### config.mk
export PLATFORM = sky130hd
export DESIGN_NAME = ifte_out_fifo
export DESIGN_NICKNAME = d
export VERILOG_FILES = /design/src/hdl/ifte_pkg.sv /design/src/hdl/ifte_out_fifo.sv
export SDC_FILE = /design/constraint.sdc
export NUM_CORES = 1
export LEC_CHECK = 0
export BUFFER_PORTS_ARGS = -buffer_cell sky130_fd_sc_hd__buf_2
export CORE_ASPECT_RATIO = 1.25
export CORE_MARGIN = 1
export CORE_UTILIZATION = 46
export CTS_CLUSTER_DIAMETER = 100
export DETAILED_ROUTE_END_ITERATION = 16
export PLACE_DENSITY = 0.66
export SKIP_CTS_REPAIR_TIMING = 1
export SYNTH_ARGS = -nofsm -noshare
export SYNTH_HDL_FRONTEND = slang
export SYNTH_SLANG_ARGS = --single-unit
### constraint.sdc
create_clock -name clock -period 3.08 [get_ports clock]
set_clock_uncertainty 0.1 [all_clocks]
set_input_delay 0.154 -clock clock [delete_from_list [all_inputs] [get_ports clock]]
set_output_delay 0.154 -clock clock [all_outputs]
set_load 0.005 [all_outputs]
### src/hdl/ifte_pkg.sv
package ifte_pkg;

   localparam int DIMS_W     = 10;
   localparam int THR_W      = 16;
   localparam int VAL_W      = 16;
   localparam int WS_W       = 18;
   localparam int SPLIT_W    = 17;
   localparam int STORE_W    = 32;
   localparam int PROD_W     = 34;
   localparam int ACC_W      = 35;
   localparam int TOK_W      = 16;
   localparam int ELEM_W     = 9;
   localparam int CSR_IDX_W  = 2;
   localparam int CSR_DATA_W = 16;
   localparam int FIFO_DEPTH = 4;
   localparam int FIFO_PTR_W = 2;
   localparam int FIFO_CNT_W = 3;

   localparam logic [SPLIT_W-1:0]   ONE_Q16      = 17'h10000;
   localparam logic [DIMS_W-1:0]    DIMS_RESET   = 10'd512;
   localparam logic [THR_W-1:0]     THR_RESET    = 16'd32768;
   localparam logic [CSR_IDX_W-1:0] REG_DIMS     = 2'd0;
   localparam logic [CSR_IDX_W-1:0] REG_TAIL_THR = 2'd1;
   localparam logic                 FUNC_FRAME   = 1'b0;
   localparam logic                 FUNC_DRAIN   = 1'b1;

   typedef enum logic [2:0] {
      OP_ACC   = 3'b001,
      OP_FIRE  = 3'b010,
      OP_DRAIN = 3'b100
   } op_type;

   typedef enum logic [1:0] {
      ST_CLEAR = 2'b01,
      ST_RUN   = 2'b10
   } clr_state_type;

   typedef struct packed {
      op_type                    op;
      logic                      emit;
      logic [ELEM_W-1:0]         elem_idx;
      logic [TOK_W-1:0]          tok;
      logic                      last;
      logic                      tail;
      logic [SPLIT_W-1:0]        split;
      logic [SPLIT_W-1:0]        ws;
      logic signed [VAL_W-1:0]   value;
   } item_type;

   typedef struct packed {
      logic signed [STORE_W-1:0] embed;
      logic [ELEM_W-1:0]         elem_idx;
      logic [TOK_W-1:0]          tok;
      logic                      last;
      logic                      tail;
   } result_type;

   function automatic logic signed [STORE_W-1:0] sat32(input logic signed [ACC_W-1:0] x);
      logic signed [STORE_W-1:0] r;
      if ((x[ACC_W-1:STORE_W-1] == '0) || (x[ACC_W-1:STORE_W-1] == '1)) begin
         r = x[STORE_W-1:0];
      end else if (x[ACC_W-1]) begin
         r = {1'b1, {(STORE_W-1){1'b0}}};
      end else begin
         r = {1'b0, {(STORE_W-1){1'b1}}};
      end
      return r;
   endfunction

endpackage

### src/hdl/ifte_out_fifo.sv
module ifte_out_fifo (
   input  logic                               clock,
   input  logic                               reset,
   input  logic                               push,
   input  ifte_pkg::result_type               push_data,
   input  logic                               pop_ready,
   output logic                               pop_valid,
   output ifte_pkg::result_type               pop_data,
   output logic [ifte_pkg::FIFO_CNT_W-1:0]    count
);
   import ifte_pkg::*;

   result_type               fifo_mem [FIFO_DEPTH];
   logic [FIFO_PTR_W-1:0]    wr_ptr_ff, wr_ptr_in;
   logic [FIFO_PTR_W-1:0]    rd_ptr_ff, rd_ptr_in;
   logic [FIFO_CNT_W-1:0]    cnt_ff, cnt_in;
   logic                     pop;

   assign pop_valid = (cnt_ff != '0);
   assign pop_data  = fifo_mem[rd_ptr_ff];
   assign pop       = pop_valid && pop_ready;
   assign count     = cnt_ff;

   always_comb begin
      wr_ptr_in = push ? wr_ptr_ff + 1'b1 : wr_ptr_ff;
      rd_ptr_in = pop ? rd_ptr_ff + 1'b1 : rd_ptr_ff;
      cnt_in    = cnt_ff + FIFO_CNT_W'(push) - FIFO_CNT_W'(pop);
   end

   always_ff @(posedge clock) begin
      if (push) begin
         fifo_mem[wr_ptr_ff] <= push_data;
      end
   end

   always_ff @(posedge clock) begin
      if (reset) begin
         wr_ptr_ff <= '0;
         rd_ptr_ff <= '0;
         cnt_ff    <= '0;
      end else begin
         wr_ptr_ff <= wr_ptr_in;
         rd_ptr_ff <= rd_ptr_in;
         cnt_ff    <= cnt_in;
      end
   end

endmodule

==> results.md <==
- Status: complete, no violations
- Synth Cell Area: 0.00900 mm²
- Reg clk slew, reported paths: 0.06 ns
- Largest net degree at the start of global routing: 60
- CTS sink cnt: 245
- Die Wd: 127 µm
- Final total power: 8.03 mW
- Vias in the first global route: 4377
- Fill cells: 1405
- Fmax: 406 MHz
- Hpwl dp: 8720 µm
- Post-synth EDFFs: 236
- Crit path capture type: output port
- Required @ worst endpoint: 2.83 ns
- Initial antenna violation count: 0
- Starting density of the core: 47.4%
- Nature of the critical path startpoint: flop
- Area contributors post-synth: edfxtp_1, mux4_2, dfxtp_1, ha_1, buf_12
- Synthesized flop and latch total: 245
- Worst-Skew Late Latency: 0.51 ns
- Die ar.: 0.0201 mm²
- Count of cell types in the netlist: 21
- Hold Violations, Final: 0
- CTS tree: done
- Top-Level Pins: 126
- Max Slew Vio Count: 0
- Crit path time final: 2.47 ns
- Layout area overhead: 24.9%
- Post-DRT Antenna Nets: 0
- H-tree depth: 1
- Drt pass-1 iters: 4
- Worst path max stage delay: 0.57 ns
- Drt wl/cell: 19.3 µm
- Post-layout net count: 625
- Period utilization: 80.1%
- Layout cells sized above 1: 40.0%
- Synth Area per Inst: 25.4 µm²
- Site Rows: 56
- Synth top cells by count: edfxtp_1, mux4_2, dfxtp_1
- Cts bufs inserted: 24
- RSZ-0062 raised after global routing: no
- Gr usage total: 15.8%
- ANT cells: 0
- Top-area cell type share of the netlist area: 78.8%
- Die Height: 158 µm
- Max-cap viol count: 0
- Syn Inst Count: 354
- Setup TNS: 0 ns
- Most numerous cell in the Yosys netlist: edfxtp_1
- Root buf cell: clkbuf_16
- DRC: 0
- Slew HR: 37.8%
- Critical path class: flop to output port
- Async set-reset flop share out of synthesis: 0%
- Average via count per standard cell: 5.03
- Port Buffers: 125
- Synthesized net count: 424
- Global-route wire length before repair: 23800 µm
- Ys flop type: edfxtp_1
- Hold Crit Class: input pin to flop
- 1st-iter DRT viols: 228
- Pwr dens: 715 mW/mm²
- Core ar.: 0.0190 mm²
- GPL Wtd Cong: 0.663
- Drt total wl: 16100 µm
- Vias: 4195
- CP cell instances: buf_4 -> mux4_2 -> buf_2
- Yosys Warn Count: 0
- Yosys top cell by area: edfxtp_1
- Actual slew at the worst max-slew pin: 0.932 ns
- Crit path max fanout: 21
- Setup violations, final: 0
- Gr ovfl total: 0
- Worst VDD drop: 0.659 mV
- Arr. time, crit path: 2.21 ns
- Critical-path top delay cell: mux4_2
- Leakage: 3.84 nW
- Clock Path Buffers: 3
- Sequential-to-total area share from yosys stat: 80.8%
## flip-flops by register name (all words and copies together) (netlist names), named ones only
signal	cells
rd_ptr_ff	2
fifo_mem	236
count	3
wr_ptr_ff	2
## worst max-delay path, delay by kind of cell, from the launching register on
kind / cells / cell delay (ns)
buf+inv: 2 / 0.60
flops: 1 / 0.52
mux: 1 / 0.57
## path summary, 6_finish.rpt
| check | start | endpoint | slack, ns | cells past startpoint |
|---|---|---|---|---|
| min reg2reg | wr_ptr_ff[1] | wr_ptr_ff[1] | 0.48 | 2 |
| min | pop_ready | rd_ptr_ff[1] | 0.01 | 3 |
| max reg2reg | count[1] | count[2] | 1.01 | 7 |
| max | flop | pop_data[20] | 0.61 | 3 |
## cells by family after synthesis
logic type / Yosys count / synth area share, %
xor+xnor: 2 / 0.362
mux: 63 / 15.3
simple gates: 14 / 0.834
compound gates: 2 / 0.195
flops: 245 / 80.8
fa+ha+maj: 7 / 1.06
buf+inv: 21 / 1.53
## routing by layer
metal,vias to the layer above,track usage (%),part of all wire [%]
li1,1907,-,-
met1,2162,19.2,40
met2,100,28.5,53
met3,26,3.36,4.2
met4,0,4.99,1.9
met5,-,0,0
## per-stage QoR
stage | hold WS [ns] | cells | instance area [µm²] | util (%) | setup WS [ns]
2_1_floorplan | 0.153 | 354 | 9000 | - | 0.621
3_3_place_gp | 0.264 | 728 | 9870 | 52.0 | 1.08
3_5_place_dp | 0.272 | 728 | 9870 | 52.0 | 0.998
4_1_cts | -0.266 | 772 | 10600 | 55.9 | 0.528
5_1_grt | 0.00848 | 834 | 11200 | 59.2 | 0.463
6_report | 0.0110 | 834 | 11200 | 59.2 | 0.614
## where the power goes
group	leakage [nW]	internal, mW	switching, mW
clock	0.366	1.56	1.16
combinational	1.23	0.766	0.548
sequential	2.24	3.85	0.143
## area by class of cell
| class | instances | area, µm² | share of cell area [%] |
|---|---|---|---|
| sequential | 245 | 7270 | 64.8 |
| multi-input combinational | 88 | 1600 | 14.3 |
| timing repair buffer | 190 | 1270 | 11.3 |
| clock buffer | 29 | 641 | 5.70 |
| tap | 261 | 327 | 2.91 |
| clock inverter | 15 | 98.8 | 0.880 |
| inverter | 6 | 22.5 | 0.200 |
## cell usage in the layout (no fill, tap or decap), types with 2 or more instances in the layout
| cell type | count |
|---|---|
| and2_4 | 4 |
| buf_2 | 125 |
| buf_4 | 3 |
| clkbuf_1 | 4 |
| clkbuf_16 | 25 |
| clkinv_1 | 7 |
| clkinv_2 | 5 |
| clkinv_4 | 2 |
| dfxtp_1 | 7 |
| dfxtp_4 | 2 |
| dlygate4sd3_1 | 62 |
| edfxtp_1 | 236 |
| ha_1 | 6 |
| inv_1 | 6 |
| mux2_2 | 3 |
| mux4_2 | 59 |
| nor2_1 | 5 |
| nor2b_1 | 4 |
(Power assumes the default switching activity.)
