[config.mk]
export PLATFORM = sky130hd
export DESIGN_NAME = ifte_ctrl
export DESIGN_NICKNAME = d
export VERILOG_FILES = /design/src/hdl/ifte_pkg.sv /design/src/hdl/ifte_ctrl.sv
export SDC_FILE = /design/constraint.sdc
export NUM_CORES = 1
export LEC_CHECK = 0
export CAP_MARGIN = 20
export CORE_ASPECT_RATIO = 0.9
export CORE_MARGIN = 3
export CORE_UTILIZATION = 40
export DETAILED_ROUTE_END_ITERATION = 7
export DONT_BUFFER_PORTS = 1
export PLACE_DENSITY = 0.6
export SETUP_SLACK_MARGIN = 0.02
export SYNTH_ARGS = -nofsm -noshare
export SYNTH_HDL_FRONTEND = slang
export SYNTH_SLANG_ARGS = --single-unit
[constraint.sdc]
create_clock -name clock -period 4.36 [get_ports clock]
set_clock_uncertainty 0.05 [all_clocks]
set_input_delay 0.654 -clock clock [delete_from_list [all_inputs] [get_ports clock]]
set_output_delay 0.654 -clock clock [all_outputs]
set_load 0.005 [all_outputs]
[src/hdl/ifte_pkg.sv]
package ifte_pkg;

   localparam int DIMS_W     = 10;
   localparam int THR_W      = 16;
   localparam int VAL_W      = 16;
   localparam int WS_W       = 18;
   localparam int SPLIT_W    = 17;
   localparam int STORE_W    = 32;
   localparam int PROD_W     = 34;
   localparam int ACC_W      = 35;
   localparam int TOK_W      = 16;
   localparam int ELEM_W     = 9;
   localparam int CSR_IDX_W  = 2;
   localparam int CSR_DATA_W = 16;
   localparam int FIFO_DEPTH = 4;
   localparam int FIFO_PTR_W = 2;
   localparam int FIFO_CNT_W = 3;

   localparam logic [SPLIT_W-1:0]   ONE_Q16      = 17'h10000;
   localparam logic [DIMS_W-1:0]    DIMS_RESET   = 10'd512;
   localparam logic [THR_W-1:0]     THR_RESET    = 16'd32768;
   localparam logic [CSR_IDX_W-1:0] REG_DIMS     = 2'd0;
   localparam logic [CSR_IDX_W-1:0] REG_TAIL_THR = 2'd1;
   localparam logic                 FUNC_FRAME   = 1'b0;
   localparam logic                 FUNC_DRAIN   = 1'b1;

   typedef enum logic [2:0] {
      OP_ACC   = 3'b001,
      OP_FIRE  = 3'b010,
      OP_DRAIN = 3'b100
   } op_type;

   typedef enum logic [1:0] {
      ST_CLEAR = 2'b01,
      ST_RUN   = 2'b10
   } clr_state_type;

   typedef struct packed {
      op_type                    op;
      logic                      emit;
      logic [ELEM_W-1:0]         elem_idx;
      logic [TOK_W-1:0]          tok;
      logic                      last;
      logic                      tail;
      logic [SPLIT_W-1:0]        split;
      logic [SPLIT_W-1:0]        ws;
      logic signed [VAL_W-1:0]   value;
   } item_type;

   typedef struct packed {
      logic signed [STORE_W-1:0] embed;
      logic [ELEM_W-1:0]         elem_idx;
      logic [TOK_W-1:0]          tok;
      logic                      last;
      logic                      tail;
   } result_type;

   function automatic logic signed [STORE_W-1:0] sat32(input logic signed [ACC_W-1:0] x);
      logic signed [STORE_W-1:0] r;
      if ((x[ACC_W-1:STORE_W-1] == '0) || (x[ACC_W-1:STORE_W-1] == '1)) begin
         r = x[STORE_W-1:0];
      end else if (x[ACC_W-1]) begin
         r = {1'b1, {(STORE_W-1){1'b0}}};
      end else begin
         r = {1'b0, {(STORE_W-1){1'b1}}};
      end
      return r;
   endfunction

endpackage

[src/hdl/ifte_ctrl.sv]
module ifte_ctrl #(
   parameter int MAX_DIMS = 512
) (
   input  logic                          clock,
   input  logic                          reset,
   input  logic                          csr_wr,
   input  logic [ifte_pkg::CSR_IDX_W-1:0]  csr_index,
   input  logic [ifte_pkg::CSR_DATA_W-1:0] csr_data,
   input  logic                          accept,
   input  logic                          func,
   input  logic [15:0]                   alpha,
   input  logic signed [15:0]            enc_value,
   output logic [((MAX_DIMS > 1) ? $clog2(MAX_DIMS) : 1)-1:0] addr,
   output ifte_pkg::item_type            item
);
   import ifte_pkg::*;

   localparam int IDX_W = (MAX_DIMS > 1) ? $clog2(MAX_DIMS) : 1;
   localparam int DIM_W = $clog2(MAX_DIMS + 1);
   localparam int CMP_W = (DIM_W > DIMS_W) ? DIM_W : DIMS_W;
   localparam logic [CMP_W-1:0] MAX_DIMS_C = CMP_W'(MAX_DIMS);

   logic [DIMS_W-1:0]  dims_ff, dims_in;
   logic [THR_W-1:0]   thr_ff, thr_in;
   logic [WS_W-1:0]    ws_ff, ws_in;
   logic [IDX_W-1:0]   cnt_ff, cnt_in;
   logic               fires_ff, fires_in;
   logic [SPLIT_W-1:0] split_ff, split_in;
   logic [TOK_W-1:0]   tok_ff, tok_in;
   logic               tail_ff, tail_in;

   logic [CMP_W-1:0]   dims_eff;
   logic [CMP_W:0]     pos_next;
   logic               last;
   logic [WS_W:0]      sum_w;
   logic               fires_cur;
   logic               tail_cur;
   logic [SPLIT_W-1:0] split_cur;
   logic [WS_W-1:0]    ws_cur;

   always_comb begin
      if (dims_ff == '0) begin
         dims_eff = CMP_W'(1);
      end else if (CMP_W'(dims_ff) > MAX_DIMS_C) begin
         dims_eff = MAX_DIMS_C;
      end else begin
         dims_eff = CMP_W'(dims_ff);
      end
      pos_next = (CMP_W + 1)'(cnt_ff) + 1'b1;
      last     = pos_next >= {1'b0, dims_eff};
   end

   always_comb begin
      sum_w     = (WS_W + 1)'(ws_ff) + (WS_W + 1)'(alpha);
      fires_cur = fires_ff;
      tail_cur  = tail_ff;
      split_cur = split_ff;
      ws_cur    = ws_ff;
      item          = '0;
      item.op       = OP_DRAIN;
      if (func == FUNC_FRAME) begin
         // sample the frame decision on element 0
         if (cnt_ff == '0) begin
            if (sum_w >= (WS_W + 1)'(ONE_Q16)) begin
               fires_cur = 1'b1;
               split_cur = ONE_Q16 - SPLIT_W'(ws_ff);
               ws_cur    = WS_W'(sum_w - (WS_W + 1)'(ONE_Q16));
            end else begin
               fires_cur = 1'b0;
               split_cur = {1'b0, alpha};
               ws_cur    = WS_W'(sum_w);
            end
         end
         item.op   = fires_cur ? OP_FIRE : OP_ACC;
         item.emit = fires_cur;
      end else begin
         if (cnt_ff == '0) begin
            tail_cur = (ws_ff > WS_W'(thr_ff)) && (tok_ff != '0);
         end
         item.op   = OP_DRAIN;
         item.emit = tail_cur;
         item.tail = 1'b1;
      end
      item.elem_idx = ELEM_W'(cnt_ff);
      item.tok      = tok_ff;
      item.last     = last;
      item.split    = split_cur;
      item.ws       = SPLIT_W'(ws_cur);
      item.value    = enc_value;
   end

   assign addr = cnt_ff;

   always_comb begin
      dims_in  = dims_ff;
      thr_in   = thr_ff;
      ws_in    = ws_ff;
      cnt_in   = cnt_ff;
      fires_in = fires_ff;
      split_in = split_ff;
      tok_in   = tok_ff;
      tail_in  = tail_ff;
      if (csr_wr) begin
         case (csr_index)
            REG_DIMS:     dims_in = csr_data[DIMS_W-1:0];
            REG_TAIL_THR: thr_in  = csr_data[THR_W-1:0];
            default:      ;
         endcase
      end
      if (accept) begin
         ws_in    = ws_cur;
         fires_in = fires_cur;
         split_in = split_cur;
         tail_in  = tail_cur;
         if (last) begin
            cnt_in = '0;
            if (func == FUNC_FRAME) begin
               if (fires_cur && (tok_ff != '1)) begin
                  tok_in = tok_ff + 1'b1;
               end
            end else begin
               // drain done: restart the utterance
               ws_in    = '0;
               split_in = '0;
               fires_in = 1'b0;
               tail_in  = 1'b0;
               tok_in   = '0;
            end
         end else begin
            cnt_in = cnt_ff + 1'b1;
         end
      end
   end

   always_ff @(posedge clock) begin
      if (reset) begin
         dims_ff  <= DIMS_RESET;
         thr_ff   <= THR_RESET;
         ws_ff    <= '0;
         cnt_ff   <= '0;
         fires_ff <= 1'b0;
         split_ff <= '0;
         tok_ff   <= '0;
         tail_ff  <= 1'b0;
      end else begin
         dims_ff  <= dims_in;
         thr_ff   <= thr_in;
         ws_ff    <= ws_in;
         cnt_ff   <= cnt_in;
         fires_ff <= fires_in;
         split_ff <= split_in;
         tok_ff   <= tok_in;
         tail_ff  <= tail_in;
      end
   end

endmodule

==> out/results.ini <==
[final_layout]
finish.utilization_pct=43.11
finalNonFillerCells=962
antenna_cells=0
drive_gt1_share_pct=4.974
final_nets=862
fillers=1560
area_delta_synth_final_pct=4.696

[setup_path]
critPathLaunchType=flip-flop
crit_path_start=ws_ff[0]$_SDFFE_PP0P_
cp-end-kind=primary output
max_stage_delay_ns=0.40
crit_arrival_ns=3.29
crit_fanout=27
cp_slowest_cell=fa_1
r2r_start=addr[0]$_SDFFE_PP0P_
path_cells=ha_1 -> fa_1 -> a21o_1 -> a221oi_2 -> o21ai_2 -> a31oi_4 -> o31a_2 -> buf_12 -> mux2i_1 -> o21ai_1
path_class=flip-flop to primary output
r2r_setup_slack_ns=0.73
worstPathRequired_ns=3.66

[clock_network]
postCtsHoldBufs=0
cts_sinks=88
clk_path_buf_depth=2
cts_tree=done
clkLatencyLatePin_ns=0.35
cts_resized=0
htree_levels=3
cts.clk_slew.worst_paths_ns=0.07
postCtsSetupBuffers=0
clockRootBuffer=clkbuf_16
cts_buffers=9

[power_and_ir_drop]
powerDensity_nw_per_um2=343.0
finalPower_mw=2.191
ir_drop_mv=0.2095
leakage_nw=2.407

[die]
dieHeight_um=123.2
io_pins=145
core-area_um2=14820
initial_core_util_pct=41.18
dieWidth_um=136.2
rows=42
dieArea_um2=16780

[grt]
overflow=0
grt_max_degree=63
grt_usage_pct=18.92
grt_pass1_wl_um=25180
grt_pass1_vias=4820
antenna_found_initial=0

[routing]
wl_per_cell_um=16.33
detail-route-antenna-nets=0
drt_iter0_markers=307
dr_total_vias=5253
first_pass_iters=6
vias_per_cell=5.460
routed_wl_um=15710
drc=0

[timing]
tns_ns=0
hold_viol_final=0
fin_crit_ns=3.992
tightest_slew_ns=1.004
min_period_over_period_pct=91.56
rsz0062_at_grt=no
hold_ws_ns=0.3298
maxSlewViolCount=0
maxSlewHeadroom_pct=32.78
max_freq_mhz=250.5
setup_viol_count_final=0

[logic_synthesis]
yosysTopAreaCell=dfxtp_1
yosys_warnings=0
synth-async-reset-ratio_pct=0
synthCells=804
synth.most_common_cell=nand2_1
synthTopCellsByCount=nand2_1, dfxtp_1, nor2_1
ys_ff_latch=88
synth.top_cell.area_share_pct=28.87
netlist_area_um2=6102
ys_types=68
synthFlopType=dfxtp_1
synth_edf_count=0
synth_seq_area_share_pct=28.87
yosys-top-cells-area=dfxtp_1, ha_1, nand2_1, a21oi_1, nor2_1
syn_nets=907
avgSynthCellArea_um2=7.590

[placed_design]
port-buffer-count=0
dpl.cell_count=946
post-dp-hpwl_um=11780
gp_congestion=0.8418

[run_status]
status=complete, no violations

[min_path]
hp-class=input pin to flip-flop
hp-start=reset

[job]
cap_violations=0

## metrics by stage
stage | cell area (um^2) | setup slack (ns)
after floorplan | 6102 | 0.6016
after global placement | 6066 | 0.4925
after detailed placement | 6066 | 0.4657
after CTS | 6389 | 0.3595
after global routing | 6389 | 0.1308
final | 6389 | 0.3679
## worst paths after layout
kind                               end  cells after the start
max                           item[36]                     10
min               addr[5]$_SDFFE_PP0P_                      1
max reg2reg       addr[2]$_SDFFE_PP0P_                     14
min reg2reg  split_ff[15]$_SDFFE_PP0P_                      2
## layer usage
layer | up-vias | wire length [um] | GRT usage [%]
met2 | 122 | 7120 | 30.51
li1 | 2707 | - | -
met1 | 2411 | 7322 | 24.82
met5 | - | 0 | 0
met3 | 13 | 1067 | 5.899
met4 | 0 | 197 | 4.534
## worst max-delay path, delay by kind of cell, from the launching register on
family / cells / cell delay, ns
AOI/OAI and AO/OA: 6 / 1.48
adders and majority gates: 2 / 0.62
buffers and inverters: 1 / 0.18
DFF: 1 / 0.36
muxes: 1 / 0.26
## power by group
group          internal [mW]  switching [mW]  total (mW)
logic                  0.183           0.278       0.461
registers              0.832          0.0357       0.868
clock network          0.518           0.344       0.862
total                   1.53           0.658        2.19
## final cells by class
cell class | count | area (um^2) | share of cell area [%]
clock buffer | 11 | 242.7 | 3.799
timing repair buffer | 7 | 65.06 | 1.018
clock inverter | 5 | 80.08 | 1.253
inverter | 29 | 108.9 | 1.704
multi-input combinational | 624 | 3882 | 60.77
sequential | 88 | 1762 | 27.58
tap | 198 | 247.7 | 3.878
## sequential cells by signal, summed over array words and instances (netlist names)
| register | cells |
|---|---|
| ws_ff | 18 |
| split_ff | 17 |
| thr_ff | 16 |
| tok_ff | 16 |
| dims_ff | 10 |
| addr | 9 |
| fires_ff | 1 |
| tail_ff | 1 |
## cell families after synthesis
group           count (synthesis)  synth area share [%]
simple gates                  308                 22.99
compound gates                206                 21.22
buf+inv                        92                 7.628
flops                          88                 28.87
fa+ha+maj                      48                 9.965
xor+xnor                       42                 6.028
mux                            20                 3.301
## layout by cell type, fill, tap and decap left out, drive strengths merged, types with 3 or more instances in the layout
cell	synthesis	final
a211o	3	3
a211oi	4	4
a21o	9	9
a21oi	62	62
a22oi	15	15
a31o	4	4
a31oi	7	7
and2	5	5
and3	12	12
and4	3	3
buf	38	7
clkbuf	25	11
dfxtp	88	88
ha	47	47
inv	28	28
mux2i	19	19
nand2	141	141
nand2b	8	8
nand3	19	19
nand3b	6	6
nand4	5	5
nor2	69	69
nor2b	4	4
nor3	11	11
nor4	11	11
nor4b	3	3
o21a	5	5
o21ai	77	77
or3	5	5
xnor2	25	25
xor2	17	17
(Power assumes the default switching activity.)
